--- src/hdl/assert_macros.svh ---
// ----------------------------------------------------------------------------
// Assertion macros
// Shared concurrent assertion forms for the link supervisor modules.
// ----------------------------------------------------------------------------
`ifndef ASSERT_MACROS_SVH
`define ASSERT_MACROS_SVH

// Same-cycle implication, disabled while reset is asserted.
`define ASSERT_IMPLY(label, clk, rst_n, ante, cons) \
    label: assert property (@(posedge clk) disable iff (!rst_n) (ante) |-> (cons)) \
        else $error("same-cycle implication failed");

// Next-cycle implication, disabled while reset is asserted.
`define ASSERT_NEXT(label, clk, rst_n, ante, cons) \
    label: assert property (@(posedge clk) disable iff (!rst_n) (ante) |=> (cons)) \
        else $error("next-cycle implication failed");

`endif

--- src/hdl/lsrw_pkg.sv ---
// ----------------------------------------------------------------------------
// Link supervisor package
// Types, codes and constants shared by the link supervisor modules.
// ----------------------------------------------------------------------------
`timescale 1ns / 1ps

package lsrw_pkg;

    // Link state codes.
    typedef enum logic [1:0] {
        ST_DISC  = 2'd0,
        ST_CONN  = 2'd1,
        ST_RETRY = 2'd2,
        ST_AP    = 2'd3
    } link_state_t;

    // Command codes.
    typedef enum logic [1:0] {
        OP_START = 2'd0,
        OP_POLL  = 2'd1,
        OP_FORCE = 2'd2,
        OP_RESET = 2'd3
    } op_t;

    // Configuration register indexes.
    localparam logic [1:0] CFG_RECONNECT_INTERVAL = 2'd0;
    localparam logic [1:0] CFG_REBOOT_TIMEOUT     = 2'd1;
    localparam logic [1:0] CFG_REBOOT_ENABLE      = 2'd2;

    localparam int unsigned TIME_W    = 32;
    localparam int unsigned TIMEOUT_W = 17;
    localparam int unsigned LIMIT_W   = 33;

    localparam logic [15:0]       MS_PER_MIN        = 16'd60000;
    localparam logic [TIME_W-1:0] RECONNECT_DEFAULT = 32'd10000;

    // Settings seen by the step logic.
    typedef struct packed {
        logic [TIME_W-1:0]  reconnect_interval;
        logic [LIMIT_W-1:0] reboot_limit;
        logic               reboot_armed;
    } cfg_t;

    // One command item.
    typedef struct packed {
        op_t               op;
        logic              ap_mode;
        logic              link_up;
        logic [TIME_W-1:0] now_ms;
    } item_t;

    // One result item.
    typedef struct packed {
        link_state_t       link_state;
        logic              connected_event;
        logic              disconnected_event;
        logic              ap_event;
        logic              reconnect_request;
        logic              reboot_request;
        logic [TIME_W-1:0] since_good_ms;
    } result_t;

endpackage

--- src/hdl/link_supervisor_with_reboot_watchdog.sv ---
// ----------------------------------------------------------------------------
// Link supervisor with reboot watchdog
// Usage:
//   Commands arrive on the input channel (in_valid / in_stall) with fields
//   operation, ap_mode, link_up and now_ms. Each accepted command yields one
//   result on the output channel (out_valid / out_stall): the link state
//   after the command, one-shot connected, disconnected and access point
//   events, a reconnect request, a reboot request and the milliseconds
//   since the last good link.
//   Settings are written on the cfg channel (cfg_valid / cfg_ready, index
//   and data); cfg_ready is always high. Write settings only while idle.
//   Each command passes through the input register, the core logic and the
//   result register; one command per cycle is sustained while the receiver
//   does not stall, with the core updating its state once per command.
//   While the receiver stalls, the finished result holds in the output
//   register and one more command is taken into the input register; after
//   that in_stall rises.
//   Reset clears the link state to disconnected, clears start and both
//   timestamps, and loads the default reconnect interval of 10000 ms.
// ----------------------------------------------------------------------------
`timescale 1ns / 1ps

`include "assert_macros.svh"

module link_supervisor_with_reboot_watchdog
    import lsrw_pkg::*;
(
    input  logic        clk,
    input  logic        rst_n,
    input  logic        in_valid,
    output logic        in_stall,
    input  logic [1:0]  operation,
    input  logic        ap_mode,
    input  logic        link_up,
    input  logic [31:0] now_ms,
    output logic        out_valid,
    input  logic        out_stall,
    output logic [1:0]  link_state,
    output logic        connected_event,
    output logic        disconnected_event,
    output logic        ap_event,
    output logic        reconnect_request,
    output logic        reboot_request,
    output logic [31:0] since_good_ms,
    input  logic        cfg_valid,
    output logic        cfg_ready,
    input  logic [1:0]  cfg_index,
    input  logic [31:0] cfg_data
);

    cfg_t    cfg;
    item_t   item_reg;
    logic    item_valid_reg;
    result_t result;
    result_t result_reg;
    logic    out_valid_reg;
    logic    advance;
    logic    in_take;

    assign cfg_ready = 1'b1;

    lsrw_cfg u_cfg (
        .clk       (clk),
        .rst_n     (rst_n),
        .cfg_valid (cfg_valid),
        .cfg_index (cfg_index),
        .cfg_data  (cfg_data),
        .cfg       (cfg)
    );

    // Handshake control between the input and output registers.
    assign advance  = item_valid_reg && !(out_valid_reg && out_stall);
    assign in_stall = item_valid_reg && !advance;
    assign in_take  = in_valid && !in_stall;

    always_ff @(posedge clk or negedge rst_n)
    begin
        if (!rst_n)
        begin
            item_valid_reg <= 1'b0;
            out_valid_reg  <= 1'b0;
        end
        else
        begin
            if (in_take)
                item_valid_reg <= 1'b1;
            else if (advance)
                item_valid_reg <= 1'b0;
            if (advance)
                out_valid_reg <= 1'b1;
            else if (!out_stall)
                out_valid_reg <= 1'b0;
        end
    end

    // Input register captures the transfer.
    always_ff @(posedge clk)
    begin
        if (in_take)
        begin
            item_reg.op      <= op_t'(operation);
            item_reg.ap_mode <= ap_mode;
            item_reg.link_up <= link_up;
            item_reg.now_ms  <= now_ms;
        end
    end

    lsrw_core u_core (
        .clk    (clk),
        .rst_n  (rst_n),
        .fire   (advance),
        .item   (item_reg),
        .cfg    (cfg),
        .result (result)
    );

    // Result register.
    always_ff @(posedge clk)
    begin
        if (advance)
            result_reg <= result;
    end

    assign out_valid          = out_valid_reg;
    assign link_state         = result_reg.link_state;
    assign connected_event    = result_reg.connected_event;
    assign disconnected_event = result_reg.disconnected_event;
    assign ap_event           = result_reg.ap_event;
    assign reconnect_request  = result_reg.reconnect_request;
    assign reboot_request     = result_reg.reboot_request;
    assign since_good_ms      = result_reg.since_good_ms;

    // At most one transition event per result.
    `ASSERT_IMPLY(a_one_event, clk, rst_n, out_valid_reg, $onehot0({connected_event, disconnected_event, ap_event}))
    // A connected result never carries a reconnect request.
    `ASSERT_IMPLY(a_conn_no_retry, clk, rst_n, out_valid_reg && link_state == ST_CONN, !reconnect_request)
    // An access point result never carries a reboot request.
    `ASSERT_IMPLY(a_ap_no_boot, clk, rst_n, out_valid_reg && link_state == ST_AP, !reboot_request)

endmodule

--- src/hdl/lsrw_cfg.sv ---
// ----------------------------------------------------------------------------
// Link supervisor configuration
// Holds the writable settings and precomputes the reboot threshold.
// ----------------------------------------------------------------------------
`timescale 1ns / 1ps

module lsrw_cfg
    import lsrw_pkg::*;
(
    input  logic        clk,
    input  logic        rst_n,
    input  logic        cfg_valid,
    input  logic [1:0]  cfg_index,
    input  logic [31:0] cfg_data,
    output cfg_t        cfg
);

    logic [TIME_W-1:0]    interval_reg;
    logic [TIMEOUT_W-1:0] timeout_reg;
    logic                 enable_reg;
    logic [LIMIT_W-1:0]   limit_reg;

    // Register writes; an unknown index is dropped. The threshold in
    // milliseconds is loaded together with the timeout, so it is valid
    // from the same edge on.
    always_ff @(posedge clk or negedge rst_n)
    begin
        if (!rst_n)
        begin
            interval_reg <= RECONNECT_DEFAULT;
            timeout_reg  <= '0;
            enable_reg   <= 1'b0;
            limit_reg    <= '0;
        end
        else if (cfg_valid)
        begin
            case (cfg_index)
                CFG_RECONNECT_INTERVAL: interval_reg <= cfg_data;
                CFG_REBOOT_TIMEOUT:
                begin
                    timeout_reg <= cfg_data[TIMEOUT_W-1:0];
                    limit_reg   <= LIMIT_W'(cfg_data[TIMEOUT_W-1:0]) *
                                   LIMIT_W'(MS_PER_MIN);
                end
                CFG_REBOOT_ENABLE:      enable_reg   <= cfg_data[0];
                default:                ;
            endcase
        end
    end

    assign cfg.reconnect_interval = interval_reg;
    assign cfg.reboot_limit       = limit_reg;
    assign cfg.reboot_armed       = enable_reg && (timeout_reg != '0);

endmodule

--- src/hdl/lsrw_core.sv ---
// ----------------------------------------------------------------------------
// Link supervisor core
// Link state machine, timestamps and the per-item result logic.
// ----------------------------------------------------------------------------
`timescale 1ns / 1ps

`include "assert_macros.svh"

module lsrw_core
    import lsrw_pkg::*;
(
    input  logic    clk,
    input  logic    rst_n,
    input  logic    fire,
    input  item_t   item,
    input  cfg_t    cfg,
    output result_t result
);

    link_state_t       mode_reg, mode_next;
    logic              started_reg, started_next;
    logic [TIME_W-1:0] last_good_reg, last_good_next;
    logic [TIME_W-1:0] last_retry_reg, last_retry_next;

    logic              poll_live;
    logic              retry_due;
    logic [TIME_W-1:0] gap;

    assign poll_live = (item.op == OP_POLL) && started_reg;
    assign retry_due = (item.now_ms - last_retry_reg) >= cfg.reconnect_interval;

    // Next state and timestamps.
    always_comb
    begin
        mode_next       = mode_reg;
        started_next    = started_reg;
        last_good_next  = last_good_reg;
        last_retry_next = last_retry_reg;
        case (item.op)
            OP_START:
            begin
                started_next    = 1'b1;
                last_good_next  = item.now_ms;
                last_retry_next = '0;
                if (item.ap_mode)
                    mode_next = ST_AP;
                else if (item.link_up)
                    mode_next = ST_CONN;
                else
                    mode_next = ST_DISC;
            end
            OP_POLL:
            begin
                if (started_reg)
                begin
                    if (item.ap_mode)
                        mode_next = ST_AP;
                    else if (item.link_up)
                    begin
                        mode_next      = ST_CONN;
                        last_good_next = item.now_ms;
                    end
                    else if (retry_due)
                    begin
                        mode_next       = ST_RETRY;
                        last_retry_next = item.now_ms;
                    end
                    else if (mode_reg == ST_CONN)
                        mode_next = ST_DISC;
                end
            end
            OP_FORCE:
                last_retry_next = '0;
            OP_RESET:
            begin
                mode_next       = ST_DISC;
                last_good_next  = item.now_ms;
                last_retry_next = '0;
            end
            default:
                mode_next = mode_reg;
        endcase
    end

    assign gap = item.now_ms - last_good_next;

    // Result fields: events and requests only on a poll after start.
    always_comb
    begin
        result.link_state         = mode_next;
        result.since_good_ms      = gap;
        result.ap_event           = poll_live && item.ap_mode && (mode_reg != ST_AP);
        result.connected_event    = poll_live && !item.ap_mode && item.link_up &&
                                    (mode_reg != ST_CONN);
        result.disconnected_event = poll_live && !item.ap_mode && !item.link_up &&
                                    (mode_reg == ST_CONN);
        result.reconnect_request  = poll_live && !item.ap_mode && !item.link_up &&
                                    retry_due;
        result.reboot_request     = poll_live && cfg.reboot_armed &&
                                    (mode_next != ST_AP) &&
                                    ({1'b0, gap} >= cfg.reboot_limit);
    end

    // State registers advance only when an item is processed.
    always_ff @(posedge clk or negedge rst_n)
    begin
        if (!rst_n)
        begin
            mode_reg       <= ST_DISC;
            started_reg    <= 1'b0;
            last_good_reg  <= '0;
            last_retry_reg <= '0;
        end
        else if (fire)
        begin
            mode_reg       <= mode_next;
            started_reg    <= started_next;
            last_good_reg  <= last_good_next;
            last_retry_reg <= last_retry_next;
        end
    end

    // A connected event leaves the machine connected.
    `ASSERT_NEXT(a_conn_state, clk, rst_n, fire && result.connected_event, mode_reg == ST_CONN)
    // A reconnect request stamps the retry time with the poll time.
    `ASSERT_NEXT(a_retry_stamp, clk, rst_n, fire && result.reconnect_request, last_retry_reg == $past(item.now_ms))
    // A poll before start leaves the link state alone.
    `ASSERT_NEXT(a_idle_poll, clk, rst_n, fire && !started_reg && item.op == OP_POLL, $stable(mode_reg))

endmodule
--- config.mk ---
export PLATFORM = sky130hd
export DESIGN_NAME = link_supervisor_with_reboot_watchdog
export DESIGN_NICKNAME = d
export VERILOG_FILES = /design/src/hdl/lsrw_pkg.sv /design/src/hdl/link_supervisor_with_reboot_watchdog.sv /design/src/hdl/lsrw_cfg.sv /design/src/hdl/lsrw_core.sv
export VERILOG_INCLUDE_DIRS = /design/src /design/src/hdl
export SDC_FILE = /design/constraint.sdc
export NUM_CORES = 1
export LEC_CHECK = 0
export BUFFER_PORTS_ARGS = -buffer_cell sky130_fd_sc_hd__buf_2
export CAP_MARGIN = 5
export CORE_UTILIZATION = 25
export DETAILED_ROUTE_END_ITERATION = 8
export GPL_ROUTABILITY_DRIVEN = 0
export SLEW_MARGIN = 20
export SYNTH_ARGS = -nofsm -noshare
export SYNTH_HDL_FRONTEND = slang
export SYNTH_SLANG_ARGS = --single-unit
--- constraint.sdc ---
create_clock -name clk -period 8.1 [get_ports clk]
set_clock_uncertainty 0.15 [all_clocks]
set_input_delay 0.81 -clock clk [delete_from_list [all_inputs] [get_ports clk]]
set_output_delay 0.81 -clock clk [all_outputs]
set_load 0.01 [all_outputs]
# == Yosys cells after proc, flatten, opt, wreduce, memory -nomap -nowiden ==
# Cells that the tools add are included.
# word_totals
ff_bits,222
input_bits,75
# op_classes
addsub,2
mul,1
order_cmp,2
eq_ne,14
n_mux,21
n_reduce_logical,33
# ops
cell,count
$mux 32,7
$pmux 32 s2,2
$sub 32x32->32,2
$ge 32x33->1,1
$ge 32x32->1,1
$mul 17x11->28 const B,1
$logic_and 1x1->1,17
$reduce_bool 17->1,1
$mux 2,6
$ne 2x1->1 const B,4
$ne 2x2->1 const B,4
$reduce_and 2->1,4
$eq 2x1->1 const B,3
$eq 2x2->1 const B,3
$pmux 2 s3,1
$logic_not 1->1,5
$mux 1,5
$reduce_and 5->1,1
$logic_not 2->1,2
$reduce_or 3->1,1
$reduce_bool 2->1,1
$reduce_or 2->1,1

# == Depth between registers and ports, before layout ==
# Gate-level depths: netlist of the first run.
# logic_depth
depth_word,10
ltp_mapped,29
ltp_nobuf,29

# == Modules after synthesis ==
# From an unflattened synthesis of the first run, not the netlist that was laid out.
# unflattened
hier_cells,1608
area_unflattened_um2,16522.1
# modules_own_cells
module,n_inst,cells_per_inst,area_each_um2
lsrw_core,1,944,7707.4
lsrw_cfg,1,579,6458.7
link_supervisor_with_reboot_watchdog,1,85,2356.0

# == Worst setup path before layout of the first run ==
# No wires, ideal clock.
# synth_path
path_kind,input-to-reg
start,input port cfg_data[0]
end,register u_cfg.limit_reg[32]
arrival_ns,5.546
slack_ns,2.274
path_stages,17
n_path_buf,0
path_cell_list,fa_1 -> inv_1 -> fa_1 -> fa_1 -> inv_1 -> fa_1 -> fa_1 -> ha_1 -> a21o_1 -> a21oi_4 -> o211ai_2 -> a221o_2 -> a211o_1 -> a2111o_1 -> a31oi_2 -> xnor2_1 -> o21ai_1
# synth_between
elab_chain_len,1
# synth_rtl
element,line,text
from (decl),link_supervisor_with_reboot_watchdog.sv:48,input logic [31:0] cfg_data
$mul 17x11->28,lsrw_cfg.sv:42,limit_reg <= LIMIT_W'(cfg_data[TIMEOUT_W-1:0]) *
to (signal assigned),lsrw_cfg.sv:42,
to (decl),lsrw_cfg.sv:21,logic [LIMIT_W-1:0] limit_reg;
# No other way between the ends.
# A chain may end at the register's enable or synchronous reset.

==> flow_summary.toml, run 1 <==
[critical_path]
slowest_stage = "a21oi_4"
r2r_setup_slack_ns = 1.50
cpLargestDelayFamily = "compound AO/OA/AOI/OAI gates"
cpPeakStageDelay_ns = 0.58
cp.required_ns = 8.28
crit_fanout = 21
crit_buf_inv = 1
critPathKind = "reg -> reg"
start_kind = "register"
cp.arrival_ns = 6.78
critPathCaptureType = "register"

[pwr]
power_leakage_nw = 8.10
powerDensity_nw_per_um2 = 290
ir_drop_uv = 184
pwr-share-seq_pct = 28.9
switchingPower_mw = 2.05
pwr-share-comb_pct = 47.8
cell_internal_pwr_mw = 3.21
sw_frac_of_total_pct = 39.0
clockPowerShare_pct = 23.3
finalPower_mw = 5.26

[clock_network]
cts_tree = "yes"
cts.sinks = 221
clock_latency_ns = 0.56
cts.clk_slew.worst_paths_ns = 0.07
cts_made_buffers = 26
hold_buffers = 0
clock-root-buffer = "clkbuf_16"
post_cts_resized = 0
cts_buffer_depth = 3
post_cts_buffers = 0
htreeDepth = 1

[routing]
drc = 0
routed_wl_um = 40600
num_vias = 11610
drt_iter0_drc = 564
vias_per_cell = 4.66
drt_pass1_iterations = 5
wl_per_cell_um = 16.3
antenna_left = 0

[placed_design]
postPlaceCellArea_sq_um = 17300
port_buffers = 115
hpwl_um = 32000

[sta]
finalSetupViolations = 0
fin_crit_ns = 6.60
worst_pin_slew_ns = 1.03
rsz0062_at_grt = "no"
slew_violations = 0
fin_tns_setup_ns = 0
whs_ns = 0.152
min_period_over_period_pct = 81.5
relSlewSlack_pct = 31.6
fmax_mhz = 152
hold_violations = 0

[synth]
ys_ff_latch = 221
synth_top_area_cell = "dfrtp_1"
synthSimpleGateAreaFrac_pct = 9.39
syn_nets = 1866
synthAdderAreaFrac_pct = 24.9
synth_top_family_by_area = "adder cells"
async_reset_ff_share_pct = 66.1
synth_cell_types = 67
synth_flop_cell = "dfrtp_1"
synth_top_area_share_pct = 22.5
synth_edf_count = 75
syn_area_sq_um = 15700
synth_compound_area_share_pct = 17.3
synth_cells = 1520
yosys_warnings = 0
ys_seq_area_share_pct = 37.7
synth_area_leaders = "dfrtp_1 (22%), ha_1 (16%), edfxtp_1 (14%)"
muxShareOfSynthArea_pct = 1.44
syn_avg_cell_area_sq_um = 10.3
synthXorXnorAreaFrac_pct = 4.47

[die]
placementRows = 91
die_h_um = 253
fp.coreArea_sq_um = 61800
die_area_sq_um = 63800
io_pins = 117
die_x_um = 253
initial_core_util_pct = 25.4

[final_layout]
largest_reg_flops = 36
fin_nets = 1980
mostFrequentLayoutCell = "ha_1"
stdcell_area_sq_um = 18100
area_growth_pct = 15.7
layout-drive-gt1-share_pct = 12.5
utilization_pct = 29.4
n_antenna_cell = 0
layout_common_cells = "ha_1 (203), inv_1 (164), dfrtp_1 (141)"

[grt]
grt_pass1_wl_um = 63700
grt_max_degree = 87
antenna_found_initial = 1
grt_pass1_vias = 11817
overflow = 0
grt.total_usage_pct = 12.7

[status]
outcome = "complete, no violations"

[min_path]
hold_class = "in -> async"

[run]
cap_violations = 0
power by group through the flow:
| stage | logic [mW] | registers [mW] | clock network, mW |
|---|---|---|---|
| final | 2.51 | 1.52 | 1.22 |
| after global routing | 2.85 | 1.54 | 1.30 |
| after CTS | 2.54 | 1.52 | 1.25 |
| after detailed placement | 2.52 | 1.54 | 0 |
| after global placement | 2.44 | 1.54 | 0 |
| after floorplan | 1.84 | 1.51 | 0 |
per-layer routing:
| layer | share of wire (%) | GRT usage (%) | vias to the layer above |
|---|---|---|---|
| met5 | 0 | 0 | - |
| met3 | 4.3 | 1.81 | 60 |
| met4 | 2.9 | 3.64 | 0 |
| li1 | - | - | 5607 |
| met1 | 45 | 16.4 | 5702 |
| met2 | 48 | 21.9 | 241 |
final timing paths:
check	start	to	depth (start not counted)
worst min register to register	u_cfg.limit_reg[11]	u_cfg.limit_reg[11]	2
min in group clk	now_ms[15]	item_reg[15]	1
max in group asynchronous	rst_n	u_cfg.interval_reg[2]	2
worst max register to register	item_reg[35]	reboot_request	26
worst max-delay path	item_reg[35]	reboot_request	26
worst min-delay path	rst_n	u_cfg.interval_reg[29]	1
cell families after synthesis:
group / Yosys count
compound gates: 417
xor+xnor: 80
fa+ha+maj: 271
buf+inv: 201
flops: 221
mux: 20
other cells: 1
simple gates: 309
synth_stat cells, types with 3 or more instances:
cell type / number
xor2_1: 30
dfrtp_1: 141
o21a_1: 15
nor4_1: 7
nand3_1: 17
a21boi_0: 4
o211ai_1: 9
nand2_1: 102
a22o_1: 33
nand4_1: 15
a311oi_1: 3
or3_1: 4
a21oi_1: 110
fa_1: 68
and2_1: 8
o31ai_1: 4
o21bai_1: 11
and4_1: 4
or4_1: 5
inv_1: 164
o21ai_0: 90
nor2_1: 79
nor2b_1: 18
clkbuf_1: 36
o2111ai_1: 4
nor3_1: 10
a22oi_1: 31
mux2_2: 20
edfxtp_1: 75
a31oi_1: 8
a21o_1: 54
and3_1: 12
nand3b_1: 4
ha_1: 203
nand2b_1: 18
dfstp_2: 5
o22ai_1: 3
xnor2_1: 50
o21ai_1: 9
stage by stage:
stage	setup slack, ns	std cells
final	1.50	2491
after global routing	0.856	2491
after CTS	1.28	2491
after detailed placement	1.35	2443
after global placement	1.71	2443
after floorplan	2.27	1520
layout make-up:
type / count / area [sq um]
clock buffer: 29 / 672
clock inverter: 19 / 220
fill: 6425 / 43700
inverter: 164 / 616
multi-input combinational: 1098 / 9040
sequential: 221 / 5910
tap: 837 / 1050
timing repair buffer: 123 / 642
No activity file was read; power rests on OpenSTA's default activity.
==> run 2: changes to the inputs <==
==> constraint.sdc (replaced) <==
create_clock -name clk -period 5.35 [get_ports clk]
set_clock_uncertainty 0.15 [all_clocks]
set_input_delay 0.535 -clock clk [delete_from_list [all_inputs] [get_ports clk]]
set_output_delay 0.535 -clock clk [all_outputs]
set_load 0.01 [all_outputs]
==> flow_summary.toml, run 2 (synthesis gave the netlist of run 1 again) <==
[status]
outcome = "complete, but fails checks"
violations = "setup timing"

[placed_design]
port_buffers = 115
post-place-ws_ns = -0.624
hpwl_um = 34800

[routing]
num_vias = 12791
antenna_left = 0
wl_per_cell_um = 16.4
drc = 0
routed_wl_um = 45400
drt_iter0_drc = 589
drt_pass1_iterations = 5
vias_per_cell = 4.63

[grt]
grt_max_degree = 79
grt_pass1_vias = 12953
antenna_found_initial = 2
grt.total_usage_pct = 14.0
grt_pass1_wl_um = 70300
overflow = 0

[die]
fp.coreArea_sq_um = 61800
io_pins = 117
die_h_um = 253
initial_core_util_pct = 25.4
die_area_sq_um = 63800
die_x_um = 253
placementRows = 91

[sta]
fin_crit_ns = 5.54
finalSetupViolations = 35
min_period_over_period_pct = 104
slew_violations = 0
relSlewSlack_pct = 44.4
hold_violations = 0
fmax_mhz = 181
rsz0062_at_grt = "yes"
worst_pin_slew_ns = 0.814
fin_ws_ns = -0.188

[pwr]
pwr-share-seq_pct = 25.3
cell_internal_pwr_mw = 5.50
clockPowerShare_pct = 20.8
sw_frac_of_total_pct = 39.0
power_leakage_nw = 9.53
switchingPower_mw = 3.51
finalPower_mw = 9.01
ir_drop_uv = 300
pwr-share-comb_pct = 53.9
powerDensity_nw_per_um2 = 433

[clock_network]
cts_buffer_depth = 3
clock-root-buffer = "clkbuf_16"
cts_tree = "yes"
cts.sinks = 221
clock_latency_ns = 0.58
htreeDepth = 1
cts_made_buffers = 28
cts.clk_slew.worst_paths_ns = 0.06

[final_layout]
layout_common_cells = "buf_4 (227), ha_1 (197), inv_1 (162)"
mostFrequentLayoutCell = "buf_4"
layout-drive-gt1-share_pct = 26.1
n_fill_cell = 6213
area_growth_pct = 32.5
largest_reg_flops = 36
fin_nets = 2250

[critical_path]
startpoint = "item_reg[0]"
start_kind = "register"
crit_fanout = 3
critPathCaptureType = "register"
r2r_setup_slack_ns = -0.19
cp.arrival_ns = 5.76
cpLargestDelayFamily = "compound AO/OA/AOI/OAI gates"
slowest_stage = "or4_1"
cp.required_ns = 5.57
cp.depth = 26
r2r_end = "reboot_request"
r2r-start = "item_reg[0]"
critPathKind = "reg -> reg"
cpPeakStageDelay_ns = 0.40
path_common_cell = "buf_4"
crit_buf_inv = 6
reg2reg_depth = 26
endpoint = "reboot_request"

[min_path]
hold_class = "in -> reg"

[run]
cap_violations = 0
==> run 2: cell type report <==
cell class              instances  area [sq um]  area share, %
multi-input cells            1098          9380           45.1
flip-flops and latches        221          5910           28.4
repair buffers                391          2930           14.1
well taps                     837          1050           5.04
clock buffers                  32           716           3.44
inverters                     164           616           2.96
clock inverters                20           190          0.915
diodes                          1          2.50         0.0120
==> run 2: worst register-to-register path, stage by stage (launching register included) <==
cell	delay, ns
edfxtp_1	0.39
inv_2	0.09
ha_4	0.13
inv_2	0.04
fa_2	0.39
a21oi_2	0.16
o211ai_1	0.15
a311oi_1	0.30
buf_4	0.17
o32a_1	0.29
o221a_4	0.24
a21oi_4	0.06
nand2b_1	0.12
nand3b_1	0.10
a21oi_2	0.18
xnor2_1	0.09
ha_1	0.30
nand4_1	0.14
buf_4	0.18
or4_1	0.40
o2111a_1	0.16
o211ai_1	0.17
buf_4	0.19
buf_6	0.11
o2111ai_2	0.11
a21boi_4	0.17
a2111oi_2	0.35
==> run 2: per-layer routing <==
layer,GRT usage [%],routed length (um),vias up
li1,-,-,6173
met1,18.1,20400,6286
met2,24.3,22000,262
met3,1.79,1770,70
met4,4.07,1290,0
met5,0,0,-
==> run 2: how the worst min path moves through the flow <==
stage,startpoint,to,slack (ns),cells after the start
after global placement,rst_n,u_cfg.interval_reg[29],0.30,1
after CTS,in_valid,item_valid_reg,0.003,2
final,cfg_data[18],u_cfg.interval_reg[18],0.03,3
after floorplan,rst_n,item_valid_reg,0.09,0
after global routing,now_ms[30],item_reg[30],0.02,1
after detailed placement,rst_n,u_cfg.interval_reg[30],0.31,1
==> run 2: what timing repair did <==
item | 4_1_cts | 5_1_grt
pin swaps | 32 | 38
endpoints found under the setup margin | 37 | 38
buffers inserted | 14 | 7
hold endpoints to repair | 66 | 0
hold buffers | 34 | 0
gates resized for setup | 34 | 51
gates cloned | 3 | 3
==> run 2: per-stage QoR <==
step	setup TNS, ns	hold slack [ns]	utilization (%)	cells	instance area (sq um)
global route	-12.47	0.0198	33.6	2763	20800
finish	-5.30	0.0267	33.6	2764	20800
floorplan	-0.0896	0.0894	-	1520	15700
global placement	-9.58	0.297	30.6	2651	18900
detailed placement	-13.21	0.312	30.6	2651	18900
CTS	-6.78	0.00326	33.1	2754	20500
==> run 2: power groups by stage <==
stage | Clock, mW | Sequential, mW | Combinational [mW]
after CTS | 1.94 | 2.28 | 4.81
after detailed placement | 0 | 2.31 | 4.71
after global routing | 1.99 | 2.31 | 5.42
after global placement | 0 | 2.30 | 4.57
final | 1.88 | 2.28 | 4.85
after floorplan | 0 | 2.29 | 2.84
